==> src/rtl/ost_pkg.sv <==
`timescale 1ns / 1ps
// Shared types, codes and sizes for the ordered set table.
// Used by the front, the back, the top level and the checker.
package ost_pkg;

   localparam int OST_CAPACITY    = 16;
   localparam int OST_IDX_W       = $clog2(OST_CAPACITY);
   localparam int OST_COUNT_W     = $clog2(OST_CAPACITY + 1);
   localparam int OST_VALUE_W     = 32;
   localparam int OST_POS_W       = 4;
   localparam int OST_KIND_W      = 2;
   localparam int OST_STATUS_W    = 2;
   localparam int OST_QUEUE_DEPTH = 2;

   localparam logic [OST_KIND_W-1:0] KIND_ADD    = 2'd0;
   localparam logic [OST_KIND_W-1:0] KIND_REMOVE = 2'd1;
   localparam logic [OST_KIND_W-1:0] KIND_SEARCH = 2'd2;
   localparam logic [OST_KIND_W-1:0] KIND_READ   = 2'd3;

   localparam logic [OST_STATUS_W-1:0] ST_OK    = 2'd0;
   localparam logic [OST_STATUS_W-1:0] ST_MISS  = 2'd1;
   localparam logic [OST_STATUS_W-1:0] ST_FULL  = 2'd2;
   localparam logic [OST_STATUS_W-1:0] ST_RANGE = 2'd3;

   typedef struct packed {
      logic                   is_add;
      logic                   is_remove;
      logic                   is_search;
      logic                   is_read;
      logic [OST_VALUE_W-1:0] value;
      logic [OST_POS_W-1:0]   position;
   } cmd_type;

endpackage

==> src/rtl/ost_front.sv <==
`timescale 1ns / 1ps
// Request front end: accepts items, decodes the kind and queues commands.
// Depends on ost_pkg for the command struct and the kind codes.
module ost_front import ost_pkg::*; #(
   parameter int QUEUE_DEPTH = OST_QUEUE_DEPTH
) (
   input  logic                   clock,
   input  logic                   reset,
   input  logic                   req_valid,
   output logic                   req_ready,
   input  logic [OST_KIND_W-1:0]  req_kind,
   input  logic [OST_VALUE_W-1:0] req_value,
   input  logic [OST_POS_W-1:0]   req_position,
   output logic                   cmd_valid,
   input  logic                   cmd_ready,
   output cmd_type                cmd
);

   localparam int QPTR_W = (QUEUE_DEPTH > 1) ? $clog2(QUEUE_DEPTH) : 1;
   localparam int FILL_W = $clog2(QUEUE_DEPTH + 1);
   localparam logic [QPTR_W-1:0] QPTR_LAST = QPTR_W'(QUEUE_DEPTH - 1);
   localparam logic [FILL_W-1:0] FILL_FULL = FILL_W'(QUEUE_DEPTH);

   cmd_type             queue_ff [QUEUE_DEPTH];
   logic [QPTR_W-1:0]   wr_ptr_ff, wr_ptr_in;
   logic [QPTR_W-1:0]   rd_ptr_ff, rd_ptr_in;
   logic [FILL_W-1:0]   fill_ff, fill_in;
   cmd_type             cls;
   logic                push, pop;

   always_comb begin
      cls          = '0;
      cls.value    = req_value;
      cls.position = req_position;
      case (req_kind)
         KIND_ADD:    cls.is_add    = 1'b1;
         KIND_REMOVE: cls.is_remove = 1'b1;
         KIND_SEARCH: cls.is_search = 1'b1;
         KIND_READ:   cls.is_read   = 1'b1;
         default: begin
         end
      endcase
   end

   assign req_ready = (fill_ff != FILL_FULL);
   assign cmd_valid = (fill_ff != '0);
   assign cmd       = queue_ff[rd_ptr_ff];
   assign push      = req_valid && req_ready;
   assign pop       = cmd_valid && cmd_ready;

   always_comb begin
      wr_ptr_in = wr_ptr_ff;
      rd_ptr_in = rd_ptr_ff;
      fill_in   = fill_ff;
      if (push) begin
         wr_ptr_in = (wr_ptr_ff == QPTR_LAST) ? '0 : wr_ptr_ff + QPTR_W'(1);
      end
      if (pop) begin
         rd_ptr_in = (rd_ptr_ff == QPTR_LAST) ? '0 : rd_ptr_ff + QPTR_W'(1);
      end
      if (push && !pop) begin
         fill_in = fill_ff + FILL_W'(1);
      end else if (pop && !push) begin
         fill_in = fill_ff - FILL_W'(1);
      end
   end

   always_ff @(posedge clock) begin
      if (reset) begin
         wr_ptr_ff <= '0;
         rd_ptr_ff <= '0;
         fill_ff   <= '0;
      end else begin
         wr_ptr_ff <= wr_ptr_in;
         rd_ptr_ff <= rd_ptr_in;
         fill_ff   <= fill_in;
      end
   end

   always_ff @(posedge clock) begin
      if (push) begin
         queue_ff[wr_ptr_ff] <= cls;
      end
   end

endmodule

==> src/rtl/ost_back.sv <==
`timescale 1ns / 1ps
// Execution back end: element store, live count, parallel match and result register.
// Depends on ost_pkg for the command struct, sizes and status codes.
module ost_back import ost_pkg::*; (
   input  logic                    clock,
   input  logic                    reset,
   input  logic                    cmd_valid,
   output logic                    cmd_ready,
   input  cmd_type                 cmd,
   output logic                    rsp_valid,
   input  logic                    rsp_ready,
   output logic                    rsp_success,
   output logic [OST_STATUS_W-1:0] rsp_status,
   output logic [OST_VALUE_W-1:0]  rsp_read_value,
   output logic [OST_COUNT_W-1:0]  rsp_element_count,
   output logic                    rsp_is_empty
);

   localparam logic [OST_COUNT_W-1:0] COUNT_FULL = OST_COUNT_W'(OST_CAPACITY);

   logic [OST_VALUE_W-1:0]  store_ff [OST_CAPACITY];
   logic [OST_COUNT_W-1:0]  count_ff, count_in;
   logic                    valid_ff, valid_in;
   logic                    success_ff, success_in;
   logic [OST_STATUS_W-1:0] status_ff, status_in;
   logic [OST_VALUE_W-1:0]  rdata_ff, rdata_in;
   logic [OST_CAPACITY-1:0] match;
   logic [OST_CAPACITY-1:0] shift_mask;
   logic                    found, full, read_ok, fire, do_write, do_shift;

   assign fire      = cmd_valid && cmd_ready;
   assign cmd_ready = !valid_ff || rsp_ready;

   always_comb begin
      for (int i = 0; i < OST_CAPACITY; i++) begin
         match[i] = (OST_COUNT_W'(i) < count_ff) && (store_ff[i] == cmd.value);
      end
   end

   assign found      = |match;
   assign shift_mask = ~(match - OST_CAPACITY'(1)) & {OST_CAPACITY{found}};
   assign full       = (count_ff == COUNT_FULL);
   assign read_ok    = (OST_COUNT_W'(cmd.position) < count_ff);

   always_comb begin
      count_in   = count_ff;
      success_in = 1'b0;
      status_in  = ST_MISS;
      rdata_in   = '0;
      do_write   = 1'b0;
      do_shift   = 1'b0;
      if (cmd.is_add) begin
         if (found) begin
            status_in = ST_MISS;
         end else if (full) begin
            status_in = ST_FULL;
         end else begin
            success_in = 1'b1;
            status_in  = ST_OK;
            do_write   = 1'b1;
            count_in   = count_ff + OST_COUNT_W'(1);
         end
      end else if (cmd.is_remove) begin
         if (found) begin
            success_in = 1'b1;
            status_in  = ST_OK;
            do_shift   = 1'b1;
            count_in   = count_ff - OST_COUNT_W'(1);
         end
      end else if (cmd.is_search) begin
         if (found) begin
            success_in = 1'b1;
            status_in  = ST_OK;
         end
      end else if (cmd.is_read && read_ok) begin
         success_in = 1'b1;
         status_in  = ST_OK;
         rdata_in   = store_ff[cmd.position[OST_IDX_W-1:0]];
      end else begin
         status_in = ST_RANGE;
      end
   end

   always_comb begin
      valid_in = valid_ff;
      if (fire) begin
         valid_in = 1'b1;
      end else if (rsp_ready) begin
         valid_in = 1'b0;
      end
   end

   always_ff @(posedge clock) begin
      if (reset) begin
         count_ff <= '0;
         valid_ff <= 1'b0;
      end else begin
         valid_ff <= valid_in;
         if (fire) begin
            count_ff <= count_in;
         end
      end
   end

   always_ff @(posedge clock) begin
      if (fire) begin
         success_ff <= success_in;
         status_ff  <= status_in;
         rdata_ff   <= rdata_in;
      end
   end

   always_ff @(posedge clock) begin
      if (fire && do_write) begin
         store_ff[count_ff[OST_IDX_W-1:0]] <= cmd.value;
      end
      for (int i = 0; i < OST_CAPACITY - 1; i++) begin
         if (fire && do_shift && shift_mask[i]) begin
            store_ff[i] <= store_ff[i+1];
         end
      end
   end

   assign rsp_valid         = valid_ff;
   assign rsp_success       = success_ff;
   assign rsp_status        = status_ff;
   assign rsp_read_value    = rdata_ff;
   assign rsp_element_count = count_ff;
   assign rsp_is_empty      = (count_ff == '0);

endmodule

==> src/rtl/ordered_set_table.sv <==
`timescale 1ns / 1ps
// Top level of the ordered set table: packs the stream ports around front and back.
// Depends on ost_pkg, ost_front and ost_back.
//
//   channel   direction  tuser                         tdata
//   req_      in         kind                          value, position
//   rsp_      out        success, status               read_value, element_count, is_empty
//
// The back end computes each result into the result register; the front queue accepts
// one item a cycle while not full, and the sustained rate is one item per cycle while
// rsp_tready stays high. Each item passes through the queue, then the result register.
// Reset clears the count and result valid and empties the queue; the store needs no clearing.
// A stalled result holds the back end, and the queue absorbs up to QUEUE_DEPTH items.
module ordered_set_table import ost_pkg::*; #(
   parameter int QUEUE_DEPTH = OST_QUEUE_DEPTH
) (
   input  logic        clock,
   input  logic        reset,
   input  logic        req_tvalid,
   output logic        req_tready,
   input  logic [1:0]  req_tuser,  // [1:0] kind
   input  logic [39:0] req_tdata,  // [31:0] value, [35:32] position, [39:36] zero
   output logic        rsp_tvalid,
   input  logic        rsp_tready,
   output logic [2:0]  rsp_tuser,  // [0] success, [2:1] status
   output logic [39:0] rsp_tdata   // [31:0] read_value, [36:32] element_count,
                                   // [37] is_empty, [39:38] zero
);

   logic                    cmd_valid, cmd_ready;
   cmd_type                 cmd;
   logic                    success, is_empty;
   logic [OST_STATUS_W-1:0] status;
   logic [OST_VALUE_W-1:0]  read_value;
   logic [OST_COUNT_W-1:0]  element_count;

   ost_front #(
      .QUEUE_DEPTH(QUEUE_DEPTH)
   ) u_front (
      .clock        (clock),
      .reset        (reset),
      .req_valid    (req_tvalid),
      .req_ready    (req_tready),
      .req_kind     (req_tuser),
      .req_value    (req_tdata[31:0]),
      .req_position (req_tdata[35:32]),
      .cmd_valid    (cmd_valid),
      .cmd_ready    (cmd_ready),
      .cmd          (cmd)
   );

   ost_back u_back (
      .clock             (clock),
      .reset             (reset),
      .cmd_valid         (cmd_valid),
      .cmd_ready         (cmd_ready),
      .cmd               (cmd),
      .rsp_valid         (rsp_tvalid),
      .rsp_ready         (rsp_tready),
      .rsp_success       (success),
      .rsp_status        (status),
      .rsp_read_value    (read_value),
      .rsp_element_count (element_count),
      .rsp_is_empty      (is_empty)
   );

   assign rsp_tuser = {status, success};
   assign rsp_tdata = {2'b00, is_empty, element_count, read_value};

endmodule

==> config.mk <==
export PLATFORM = sky130hd
export DESIGN_NAME = ordered_set_table
export DESIGN_NICKNAME = d
export VERILOG_FILES = /design/src/rtl/ost_pkg.sv /design/src/rtl/ost_front.sv /design/src/rtl/ost_back.sv /design/src/rtl/ordered_set_table.sv
export SDC_FILE = /design/constraint.sdc
export NUM_CORES = 2
export LEC_CHECK = 0
export BUFFER_PORTS_ARGS = -buffer_cell sky130_fd_sc_hd__buf_4
export CORE_UTILIZATION = 50
export CTS_CLUSTER_DIAMETER = 60
export DETAILED_ROUTE_END_ITERATION = 8
export GPL_TIMING_DRIVEN = 1
export PLACE_DENSITY = 0.75
export SETUP_SLACK_MARGIN = 0.15
export SYNTH_ARGS = -nofsm -noshare
export SYNTH_HDL_FRONTEND = slang
export SYNTH_SLANG_ARGS = --single-unit
==> constraint.sdc <==
create_clock -name clock -period 7.56 [get_ports clock]
set_clock_uncertainty 0.05 [all_clocks]
set_input_delay 0.378 -clock clock [delete_from_list [all_inputs] [get_ports clock]]
set_output_delay 0.378 -clock clock [all_outputs]
set_load 0.03 [all_outputs]
==> summary.md <==
| Metric | Value |
|---|---|
| Met2 Usage GRT | `52.5%` |
| Reg power frac | `30.6%` |
| Buf/Inv on CP | `3` |
| CP Class | `reg2reg` |
| Slew HR | `12.5%` |
| Die width | `280 um` |
| Most used routing layer | `met2` |
| Pre-CTS WS | `1.40 ns` |
| Post-synth top cells | `edfxtp_1, nand2_1, xnor2_1, mux2_2, nor2_1` |
| Clock transition at path regs | `0.06 ns` |
| RSZ-0062 raised after global routing | `no` |
| Final setup vio count | `0` |
| IO Port Bufs | `84` |
| Slew Limit Fails | `0` |
| Clock share of power | `23.2%` |
| Maximum number of pins on one net before global-route repair | `130` |
| Final hold violations | `0` |
| Vias in the first global route | `28017` |
| Met1 Usage GRT | `45.1%` |
| Dominant cell type by area after synthesis | `edfxtp_1` |
| FP Rows | `101` |
| Final std cell area, no fill | `42900 um^2` |
| Crit path cell chain | `buf_12 > mux2i_4 > inv_1 > xnor2_1 > o211ai_1 > nor4_1 > nand2_1 > ha_1 > o31ai_1 > nor2_1 > nand3_2 > nor2_1 > nand2_1 > o41ai_2 > buf_4` |
| Net Switching | `6.62 mW` |
| P_int | `8.82 mW` |
| Wirelength per Cell | `30.0 um` |
| Ant diodes | `0` |
| Placed cell count | `4479` |
| Syn Area/Cell | `10.9 um^2` |
| Crit path max-delay family | `simple AND/OR/NAND/NOR gates` |
| Met3 Use GR | `7.24%` |
| Sw Share | `42.9%` |
| Placed cell areas | `40100 um^2` |
| Worst path max stage delay | `0.88 ns` |
| Max Root-Sink Buffers | `3` |
| Top post-synthesis cells by area | `edfxtp_1, xnor2_1, mux2_2` |
| Vias | `29570` |
| DRT antenna net count | `0` |
| CTS tree | `done` |
| Starting DRT DRC Count | `4228` |
| Worst vdd ir | `235 uV` |
| Die Y | `280 um` |
| Critical path peak fanout | `32` |
| Mapped Area | `38700 um^2` |
| H-Tree Depth | `3` |
| Top_reg_cell synth | `edfxtp_1` |
| Final WL | `140000 um` |
| Nets | `3623` |
| Resize count post-CTS | `0` |
| Comb power frac | `46.2%` |
| Leak | `14.3 nW` |
| Hold/Removal Path Class | `in2reg` |
| DRT Pass-1 Iters | `8` |
| CTS Sinks | `638` |
| Post-synth EDFFs | `627` |
| Post-CTS Setup Bufs | `0` |
| Post-synth top area share | `48.6%` |
| Post-synth cell types | `67` |
| Maximum clock rate | `0.155 GHz` |
| Initial antenna violation count | `3` |
| Clk_lat worst skew | `0.64 ns` |
| Synth warn | `0` |
| Final Cycle Share | `85.5%` |
| Die ar. | `78600 um^2` |
| DP HPWL | `105000 um` |
| Starting Density | `50.7%` |
| Fin crit period | `6.46 ns` |
| I/O Pins | `91` |
| Routability-driven placement congestion ratio | `1.01` |
| First-pass GRT wire length | `197000 um` |
| Vias per cell | `6.35` |
| Share of post-route cells with drive strength above 1 | `17.0%` |
| Crit path capture type | `flop` |
| Worst setup SP type | `flop` |
| CTS Buf Count | `77` |
| Pwr dens | `360 nW/um^2` |
| Least-Margin Pin Slew | `1.30 ns` |
| P&R area growth vs syn | `10.8%` |
| PnR Total Power | `15.4 mW` |
| Grt total ovfl | `0` |
| Final design utilization | `56.2%` |
| Worst Slack Setup Final | `1.10 ns` |
| CP required | `7.79 ns` |
| CTS root buffer | `clkbuf_16` |
| Setup TNS | `0 ns` |
| Final non-filler cell total | `4657` |
| Core area | `76300 um^2` |
| Syn Inst Count | `3560` |
| Ys async rst share | `0%` |
| Seq cells post-synth | `638` |
| Fillers | `6574` |
| Most frequent cell after synthesis | `edfxtp_1` |
| DRC Markers | `0` |
| Crit-path slowest cell | `dfxtp_4` |
| Sequential-to-total area share from yosys stat | `49.2%` |
| Worst Hold Slack | `0.0312 ns` |
| Global Route Usage Sum | `35.1%` |
| CP Data Arrival Time | `6.69 ns` |
| Outcome | `finished clean` |
| Max-Cap Viols | `0` |
## cells by family (layout without fill, tap and decap cells)
group           after synthesis  after routing  synth area share, %
xor+xnor                    525            525                 11.9
mux                         395            395                 12.3
compound gates              366            366                 6.34
simple gates               1293           1293                 15.4
flops                       638            638                 49.2
fa+ha+maj                    10             10                0.323
other cells                   1              2              0.00968
buf+inv                     332            398                 4.56
## registers in the layout, summed over array words and instances (netlist names), 2 cells and up, named ones only
| signal | flops |
|---|---|
| u_back.store_ff | 512 |
| u_front.queue_ff | 80 |
| u_back.rsp_read_value | 32 |
| u_back.rsp_element_count | 5 |
| u_back.rsp_status | 2 |
| u_front.fill_ff | 2 |
## layer usage
| metal | vias up | wire length (um) |
|---|---|---|
| met4 | 2 | 11600 |
| li1 | 12981 | - |
| met2 | 1967 | 61000 |
| met3 | 358 | 14900 |
| met1 | 14262 | 52200 |
| met5 | - | 14 |
## worst paths after layout
check | start | to | slack [ns] | cells past startpoint
worst min register to register | u_back.rsp_valid | u_back.rsp_valid | 0.46 | 2
worst max register to register | flop | u_back.store_ff[7][20] | 1.10 | 15
worst min-delay path | reset | u_front.fill_ff[1] | 0.03 | 2
worst max-delay path | flop | u_back.store_ff[7][20] | 1.10 | 15
## placed cells by master, fill, tap and decap left out, types with 10 or more instances in the layout
| cell type | count |
|---|---|
| a211oi_1 | 32 |
| a21oi_1 | 137 |
| a311oi_1 | 96 |
| a31oi_1 | 36 |
| and3_1 | 69 |
| buf_4 | 170 |
| clkbuf_1 | 11 |
| clkbuf_16 | 80 |
| clkinv_1 | 19 |
| clkinv_2 | 13 |
| dfxtp_1 | 10 |
| dlygate4sd3_1 | 39 |
| edfxtp_1 | 627 |
| ha_1 | 10 |
| inv_1 | 44 |
| mux2_1 | 93 |
| mux2_2 | 234 |
| mux2_4 | 29 |
| mux2i_4 | 36 |
| nand2_1 | 553 |
| nand3_1 | 166 |
| nand4_1 | 35 |
| nor2_1 | 213 |
| nor3_1 | 39 |
| nor4_1 | 176 |
| o21ai_0 | 15 |
| xnor2_1 | 517 |
## cell type report
| type | instances | area, um^2 | area share, % |
|---|---|---|---|
| Multi-Input combinational cell | 2591 | 18300 | 42.6 |
| Tap cell | 1030 | 1290 | 3.00 |
| Clock buffer | 91 | 2040 | 4.76 |
| Clock inverter | 48 | 345 | 0.805 |
| Inverter | 46 | 175 | 0.408 |
| Timing Repair Buffer | 213 | 1750 | 4.07 |
| Sequential cell | 638 | 19100 | 44.4 |
## timing repair
item | CTS | global route
hold buffers | 39 | 0
endpoints found under the hold margin | 77 | 0
setup endpoints to repair | 0 | 0
## power groups by stage
| stage | registers [mW] | logic [mW] | clock network, mW |
|---|---|---|---|
| 4_1_cts | 4.72 | 6.89 | 3.61 |
| 3_5_place_dp | 4.80 | 6.83 | 0 |
| 5_1_grt | 4.74 | 7.33 | 3.73 |
| 3_3_place_gp | 4.78 | 6.75 | 0 |
| 2_1_floorplan | 4.85 | 4.33 | 0 |
| 6_report | 4.72 | 7.13 | 3.58 |
No activity file was read; power rests on OpenSTA's default activity.
